### src/rtl/core/cssm_pkg.sv
`timescale 1ns / 1ps
`default_nettype none

package cssm_pkg;

  // Pattern storage: four 64-bit words, 32 bytes in all
  localparam int PAT_WORDS  = 4;
  localparam int PAT_BYTES  = 32;
  localparam int SHIFT_W    = 5;
  localparam int LEN_W      = 6;
  localparam int CFG_IDX_W  = 3;
  localparam int CFG_DATA_W = 64;
  localparam int POS_OUT_W  = 16;

  typedef logic [7:0]            byte_t;
  typedef logic [CFG_IDX_W-1:0]  cfg_idx_t;
  typedef logic [LEN_W-1:0]      len_t;
  typedef logic [CFG_DATA_W-1:0] word_t;

  // Register map
  localparam cfg_idx_t REG_PATTERN_0      = 3'd0;
  localparam cfg_idx_t REG_PATTERN_1      = 3'd1;
  localparam cfg_idx_t REG_PATTERN_2      = 3'd2;
  localparam cfg_idx_t REG_PATTERN_3      = 3'd3;
  localparam cfg_idx_t REG_PATTERN_LENGTH = 3'd4;

  // Case folding: bytes strictly between FOLD_LOW and FOLD_HIGH get FOLD_ADD
  localparam byte_t FOLD_LOW  = 8'h40;
  localparam byte_t FOLD_HIGH = 8'h5B;
  localparam byte_t FOLD_ADD  = 8'h20;

  function automatic byte_t fold_byte(input byte_t b);
    if (b > FOLD_LOW && b < FOLD_HIGH) begin
      return b + FOLD_ADD;
    end
    return b;
  endfunction

endpackage

`default_nettype wire

### src/rtl/core/cssm_cell.sv
`timescale 1ns / 1ps
`default_nettype none

// One window cell: holds a text byte and its valid flag, hands both to the
// next cell on every shift, and compares its byte with its pattern byte.
module cssm_cell
  import cssm_pkg::*;
(
  input  wire logic  clk,
  input  wire logic  rst,
  input  wire logic  shift,
  input  wire byte_t byte_in,
  input  wire logic  valid_in,
  input  wire byte_t pat_byte,
  input  wire logic  in_use,
  output byte_t      byte_out,
  output logic       valid_out,
  output logic       hit
);

  byte_t data;
  logic  valid;

  // Window storage
  always_ff @(posedge clk) begin
    if (rst) begin
      valid <= 1'b0;
    end else if (shift) begin
      valid <= valid_in;
    end
    if (shift) begin
      data <= byte_in;
    end
  end

  // Unused cells always agree
  assign hit       = !in_use || (valid && (data == pat_byte));
  assign byte_out  = data;
  assign valid_out = valid;

endmodule

`default_nettype wire

### src/rtl/core/cssm_align.sv
`timescale 1ns / 1ps
`default_nettype none

// Lines the pattern up with the window: cell i (newest byte at cell 0) must
// equal pattern byte len-1-i. Reverse the pattern, then shift right by
// 32-len bytes through a log shifter.
module cssm_align
  import cssm_pkg::*;
#(
  parameter int PATTERN_MAX = 32
) (
  input  wire word_t pat_words [PAT_WORDS],
  input  wire len_t  pat_len,
  output byte_t      cell_pat  [PATTERN_MAX],
  output logic       cell_use  [PATTERN_MAX],
  output logic       len_ok
);

  logic [8*PAT_BYTES-1:0] flat;
  logic [8*PAT_BYTES-1:0] rev;
  logic [8*PAT_BYTES-1:0] shifted;
  logic [SHIFT_W-1:0]     sh;

  assign flat = {pat_words[3], pat_words[2], pat_words[1], pat_words[0]};
  assign sh   = SHIFT_W'(LEN_W'(PAT_BYTES) - pat_len);

  // Byte reversal and shift
  always_comb begin
    for (int k = 0; k < PAT_BYTES; k++) begin
      rev[8*k +: 8] = flat[8*(PAT_BYTES-1-k) +: 8];
    end
    shifted = rev;
    for (int s = 0; s < SHIFT_W; s++) begin
      if (sh[s]) begin
        shifted = shifted >> (8 << s);
      end
    end
  end

  // Per-cell pattern byte and in-use flag
  always_comb begin
    for (int i = 0; i < PATTERN_MAX; i++) begin
      cell_pat[i] = shifted[8*i +: 8];
      cell_use[i] = LEN_W'(i) < pat_len;
    end
  end

  assign len_ok = (pat_len != '0) && (pat_len <= LEN_W'(PATTERN_MAX));

endmodule

`default_nettype wire

### src/rtl/core/caseless_substring_match.sv
`timescale 1ns / 1ps
`default_nettype none

// Caseless substring search over a byte stream.
// Text channel: text_valid/text_stall carry text_byte and last_byte, one
// item per cycle while text_stall is low. Uppercase ASCII is folded to
// lowercase and the byte enters a row of PATTERN_MAX window cells; all
// cells compare against the pattern in the cycle after the byte is taken.
// Result channel: result_valid/result_stall carry found, match_position and
// ends_at_end. One result per text: the item with last_byte is registered
// in stage one and then loaded into the output register. Throughput is one
// text byte per cycle while text_stall is low; the window compare is
// combinational and the cell row shifts every accepted byte.
// Config: cfg_valid/cfg_ready with cfg_index and cfg_data; cfg_ready is
// always high. Index 0..3 write pattern words, 4 writes the length; other
// indexes are ignored.
// Reset clears the pattern, the length and the per-text state, and empties
// the output register. When the receiver stalls, the result holds; the block
// keeps taking text until a second final byte is waiting for the output
// register, then raises text_stall until the result is taken.
module caseless_substring_match
  import cssm_pkg::*;
#(
  parameter int PATTERN_MAX = 32,
  parameter int TEXT_MAX    = 65536
) (
  input  wire logic                 clk,
  input  wire logic                 rst,
  input  wire logic                 text_valid,
  output logic                      text_stall,
  input  wire logic [7:0]           text_byte,
  input  wire logic                 last_byte,
  output logic                      result_valid,
  input  wire logic                 result_stall,
  output logic                      found,
  output logic [POS_OUT_W-1:0]      match_position,
  output logic                      ends_at_end,
  input  wire logic                 cfg_valid,
  output logic                      cfg_ready,
  input  wire logic [CFG_IDX_W-1:0] cfg_index,
  input  wire logic [CFG_DATA_W-1:0] cfg_data
);

  localparam int POS_W = $clog2(TEXT_MAX + 1);

  // Configuration registers
  word_t pat_words [PAT_WORDS];
  len_t  pat_len;

  assign cfg_ready = 1'b1;

  always_ff @(posedge clk) begin
    if (rst) begin
      for (int w = 0; w < PAT_WORDS; w++) begin
        pat_words[w] <= '0;
      end
      pat_len <= '0;
    end else if (cfg_valid && cfg_ready) begin
      unique case (cfg_index) inside
        REG_PATTERN_0, REG_PATTERN_1, REG_PATTERN_2, REG_PATTERN_3: begin
          pat_words[cfg_index[1:0]] <= cfg_data;
        end
        REG_PATTERN_LENGTH: begin
          pat_len <= cfg_data[LEN_W-1:0];
        end
        default: begin
        end
      endcase
    end
  end

  // Handshake and pipeline control
  logic             in_acc;
  logic             out_blocked;
  logic             b_fire;
  logic             s1_valid;
  logic             s1_last;
  logic             s1_pos_ok;
  logic [POS_W-1:0] s1_pos;
  logic [POS_W-1:0] pos;
  logic             text_start;

  assign out_blocked = result_valid && result_stall;
  assign text_stall  = s1_valid && s1_last && out_blocked;
  assign in_acc      = text_valid && !text_stall;
  assign b_fire      = s1_valid && !(s1_last && out_blocked);

  // Stage one: position tracking
  always_ff @(posedge clk) begin
    if (rst) begin
      s1_valid   <= 1'b0;
      pos        <= '0;
      text_start <= 1'b1;
    end else begin
      if (in_acc) begin
        s1_valid   <= 1'b1;
        text_start <= last_byte;
        if (last_byte) begin
          pos <= '0;
        end else if (pos < POS_W'(TEXT_MAX)) begin
          pos <= pos + POS_W'(1);
        end
      end else if (b_fire) begin
        s1_valid <= 1'b0;
      end
    end
    if (in_acc) begin
      s1_last   <= last_byte;
      s1_pos    <= pos;
      s1_pos_ok <= pos < POS_W'(TEXT_MAX);
    end
  end

  // Pattern alignment
  byte_t cell_pat [PATTERN_MAX];
  logic  cell_use [PATTERN_MAX];
  logic  len_ok;

  cssm_align #(
    .PATTERN_MAX (PATTERN_MAX)
  ) u_align (
    .pat_words (pat_words),
    .pat_len   (pat_len),
    .cell_pat  (cell_pat),
    .cell_use  (cell_use),
    .len_ok    (len_ok)
  );

  // Window cell row, newest byte in cell 0
  byte_t                  win_byte [PATTERN_MAX];
  logic                   win_valid [PATTERN_MAX];
  byte_t                  chain_byte [PATTERN_MAX];
  logic                   chain_valid [PATTERN_MAX];
  logic [PATTERN_MAX-1:0] hits;

  for (genvar i = 0; i < PATTERN_MAX; i++) begin : g_cell
    if (i == 0) begin : g_head
      assign chain_byte[i]  = fold_byte(text_byte);
      assign chain_valid[i] = 1'b1;
    end else begin : g_tail
      assign chain_byte[i]  = win_byte[i-1];
      assign chain_valid[i] = win_valid[i-1] && !text_start;
    end

    cssm_cell u_cell (
      .clk       (clk),
      .rst       (rst),
      .shift     (in_acc),
      .byte_in   (chain_byte[i]),
      .valid_in  (chain_valid[i]),
      .pat_byte  (cell_pat[i]),
      .in_use    (cell_use[i]),
      .byte_out  (win_byte[i]),
      .valid_out (win_valid[i]),
      .hit       (hits[i])
    );
  end

  // Stage two: match bookkeeping and result
  logic                 window_match;
  logic                 record;
  logic                 match_seen;
  logic                 first_at_end;
  logic [POS_OUT_W-1:0] first_start;
  logic [POS_OUT_W-1:0] start_next;

  assign window_match = len_ok && (&hits);
  assign record       = !match_seen && s1_pos_ok && window_match;
  assign start_next   = POS_OUT_W'(s1_pos) + POS_OUT_W'(1) - POS_OUT_W'(pat_len);

  always_ff @(posedge clk) begin
    if (rst) begin
      match_seen   <= 1'b0;
      first_at_end <= 1'b0;
      first_start  <= '0;
      result_valid <= 1'b0;
    end else begin
      if (b_fire && s1_last) begin
        result_valid <= 1'b1;
      end else if (!result_stall) begin
        result_valid <= 1'b0;
      end
      if (b_fire) begin
        if (s1_last) begin
          match_seen   <= 1'b0;
          first_at_end <= 1'b0;
          first_start  <= '0;
        end else if (record) begin
          match_seen   <= 1'b1;
          first_at_end <= 1'b0;
          first_start  <= start_next;
        end
      end
    end
    if (b_fire && s1_last) begin
      found          <= match_seen || record;
      match_position <= match_seen ? first_start : (record ? start_next : '0);
      ends_at_end    <= match_seen ? first_at_end : record;
    end
  end

endmodule

`default_nettype wire

### config.mk
export PLATFORM = sky130hd
export DESIGN_NAME = caseless_substring_match
export DESIGN_NICKNAME = d
export VERILOG_FILES = /design/src/rtl/core/cssm_pkg.sv /design/src/rtl/core/cssm_cell.sv /design/src/rtl/core/cssm_align.sv /design/src/rtl/core/caseless_substring_match.sv
export SDC_FILE = /design/constraint.sdc
export NUM_CORES = 2
export LEC_CHECK = 0
export BUFFER_PORTS_ARGS = -buffer_cell sky130_fd_sc_hd__clkbuf_2
export CAP_MARGIN = 20
export CELL_PAD_IN_SITES_DETAIL_PLACEMENT = 0
export CELL_PAD_IN_SITES_GLOBAL_PLACEMENT = 1
export CORE_MARGIN = 2
export CORE_UTILIZATION = 25
export CTS_CLUSTER_SIZE = 14
export DETAILED_ROUTE_END_ITERATION = 6
export PLACE_DENSITY_LB_ADDON = 0.1
export SYNTH_ARGS = -nofsm -noshare
export SYNTH_HDL_FRONTEND = slang
export SYNTH_SLANG_ARGS = --single-unit
### constraint.sdc
create_clock -name clk -period 8.8 [get_ports clk]
set_clock_uncertainty 0.1 [all_clocks]
set_input_delay 0.88 -clock clk [delete_from_list [all_inputs] [get_ports clk]]
set_output_delay 0.88 -clock clk [all_outputs]
set_load 0.005 [all_outputs]
==> results.cfg <==
[outcome]
status = completed

[routing]
drtPass1Iterations = 6
drc = 0
vias = 37100
antenna_left = 0
drt-initial-drc-count = 4146
vias_per_cell = 5.81
wl_mm = 234
wl_per_cell_um = 36.7

[setup_path]
crit_required_ps = 9280
r2r_cells = 17
end_kind = register
arrival_ps = 8180
crit_fanout = 44
start_kind = register
worstSetupPathType = register to register
rrSetupSlack_ps = 1110

[floorplanning]
fp.dieH_um = 407
fp.dieW_um = 407
num_io_pins = 102
core_um2 = 162000
start_util = 0.251
num_rows = 148
die_area_um2 = 166000

[finish]
fin_cells = 6382
utilization = 0.285
layout.nets = 4241
drive_above_1_share = 0.172
area_delta_synth_final_pct = 13.7

[sta]
worst_slack_ps = 1110
tns_ps = 0
slew_headroom = 0.113
fin_crit_ps = 7690
slew_violations = 0
setup_viol = 0
final-hold-violation-count = 0
clock.fmax_ghz = 0.130
rsz0062_at_grt = false
worstMarginPinSlew_ps = 1320
post-route-period-util = 0.874

[clock_network]
clock_latency_ps = 710
cts.reportedPaths.clkPinSlew_ps = 60
htreeDepth = 3
clock-sinks = 623
postCtsHoldBufs = 0
cts_tree = built
cts-root-buf = clkbuf_16
cts_buffers = 83
cts_buffer_depth = 3
post_cts_buffers = 0
post_cts_resized = 0

[global_route]
grt_pass1_wl_mm = 315
grt_overflow = 0
antenna_found_initial = 31
grt_max_degree = 146
grt_usage = 0.274
grt_pass1_vias = 34400

[logic_synthesis]
ys_ff_latch = 623
syn_nets = 4274
synth_common_cells = 780 x nand2_1, 428 x a21oi_1, 331 x dfxtp_1, 292 x edfxtp_1, 264 x mux4_2
yosysMostFrequentCell = nand2_1
yosys_warnings = 0
async_flop_share = 0
synth_seq_area_share = 0.378
yosysTopAreaCellShare = 0.216
netlist_area_um2 = 40700
syn_area_per_cell_um2 = 9.76
synthCells = 4168
synth_ff_type = dfxtp_1
synth_area_leaders = edfxtp_1 22%, dfxtp_1 16%, mux4_2 15%, nand2_1 7.2%, a21oi_1 5.3%
yosysTopAreaCell = edfxtp_1
ys_types = 109
synth_edf_count = 292

[place]
post-place-cells = 6223
dp_worst_setup_slack_ps = 1390
hpwl_mm = 179
place.gp.congestion = 1.08
numPortBuffers = 100

[power_and_ir_drop]
powerDensity_nw_per_um2 = 176
p_leak_nw = 15.1
ir_worst_vdd_mv = 0.116

[run]
cap_viol_max_count = 0

[min_path]
hold_depth = 1
hp-class = primary input to register
final cells by class:
| type | instances | area (µm²) |
|---|---|---|
| clock buffers | 125 | 2480 |
| clock inverters | 26 | 355 |
| fillers | 17200 | 116000 |
| repair buffers | 218 | 1550 |
| well taps | 2175 | 2720 |
| multi-input cells | 3152 | 23500 |
| diodes | 6 | 15.0 |
| inverters | 57 | 221 |
| flip-flops and latches | 623 | 15400 |
logic make-up after synthesis:
kind of cell / Yosys count / synth area share
muxes: 472 / 0.199
DFF: 623 / 0.378
and+or+nand+nor: 1434 / 0.162
buffers and inverters: 393 / 0.0473
other: 1 / 0.0000922
xor gates and xnor gates: 191 / 0.0421
AOI/OAI and AO/OA: 1029 / 0.163
adders and majority gates: 25 / 0.00787
worst max-delay path, cell delays in order (launching register included):
cell and delay [ps]:
dfxtp_1 530, buf_4 290, inv_1 160, ha_4 810, buf_12 340, mux4_2 450, mux2i_1 910, o22ai_1 220
nor4_1 1130, o2111a_1 290, a31oi_1 160, a2111oi_0 510, nand4_1 180, nor4_2 430, buf_4 250, nand3_1 100
o2bb2ai_2 370, o2bb2ai_1 240
stage by stage:
stage               hold WS [ps]  power [W]  instance area [µm²]
floorplan                    326    0.00397                40700
global placement             341    0.00460                43400
detailed placement           347    0.00459                43400
CTS                          236    0.00821                46200
global route                 281    0.00838                46300
finish                       285    0.00816                46300
final timing paths:
path                                                    from                      endpoint
worst max-delay path                              pat_len[1]                first_start[1]
worst min-delay path                            text_byte[1]  g_cell[0].u_cell.byte_out[1]
worst max register to register                    pat_len[1]                first_start[1]
worst min register to register  g_cell[6].u_cell.byte_out[6]  g_cell[7].u_cell.byte_out[6]
where the power goes:
group | switching (W) | leakage [nW] | total (W) | internal (W)
clock | 0.00148 | 1.38 | 0.00359 | 0.00211
combinational | 0.000901 | 8.15 | 0.00126 | 0.000357
sequential | 0.000158 | 5.55 | 0.00331 | 0.00315
cells in the final DEF (no fill, tap or decap), drive strengths merged, types with 22 or more instances in the layout:
| cell | instances |
|---|---|
| nor2 | 175 |
| and3 | 63 |
| o22ai | 50 |
| nor3b | 40 |
| a31oi | 33 |
| xnor2 | 97 |
| dfxtp | 331 |
| nand2 | 781 |
| mux2i | 171 |
| o221ai | 25 |
| mux2 | 37 |
| o32ai | 23 |
| buf | 118 |
| nor4 | 30 |
| nand4 | 40 |
| ha | 24 |
| inv | 59 |
| clkbuf | 225 |
| a21oi | 428 |
| mux4 | 264 |
| o21ai | 143 |
| edfxtp | 292 |
| xor2 | 94 |
| nand3 | 114 |
| a211oi | 69 |
| nor3 | 65 |
| o2bb2ai | 22 |
layer usage:
| metal | vias up | wire [µm] | GRT usage |
|---|---|---|---|
| met5 | - | 42 | 0 |
| met4 | 6 | 13400 | 0.135 |
| met3 | 405 | 15900 | 0.0383 |
| met2 | 1860 | 103000 | 0.417 |
| met1 | 19100 | 102000 | 0.379 |
| li1 | 15700 | - | - |
sequential cells by signal, summed over array words and instances, names as in the netlist:
register	count
first_start	16
pos	17
match_position	16
found	1
match_seen	1
pat_words	256
s1_pos_ok	1
g_cell.u_cell.byte_out	256
pat_len	6
s1_pos	16
result_valid	1
s1_last	1
g_cell.u_cell.valid_out	32
ends_at_end	1
text_start	1
s1_valid	1
Power figures use the tool's default switching activity.
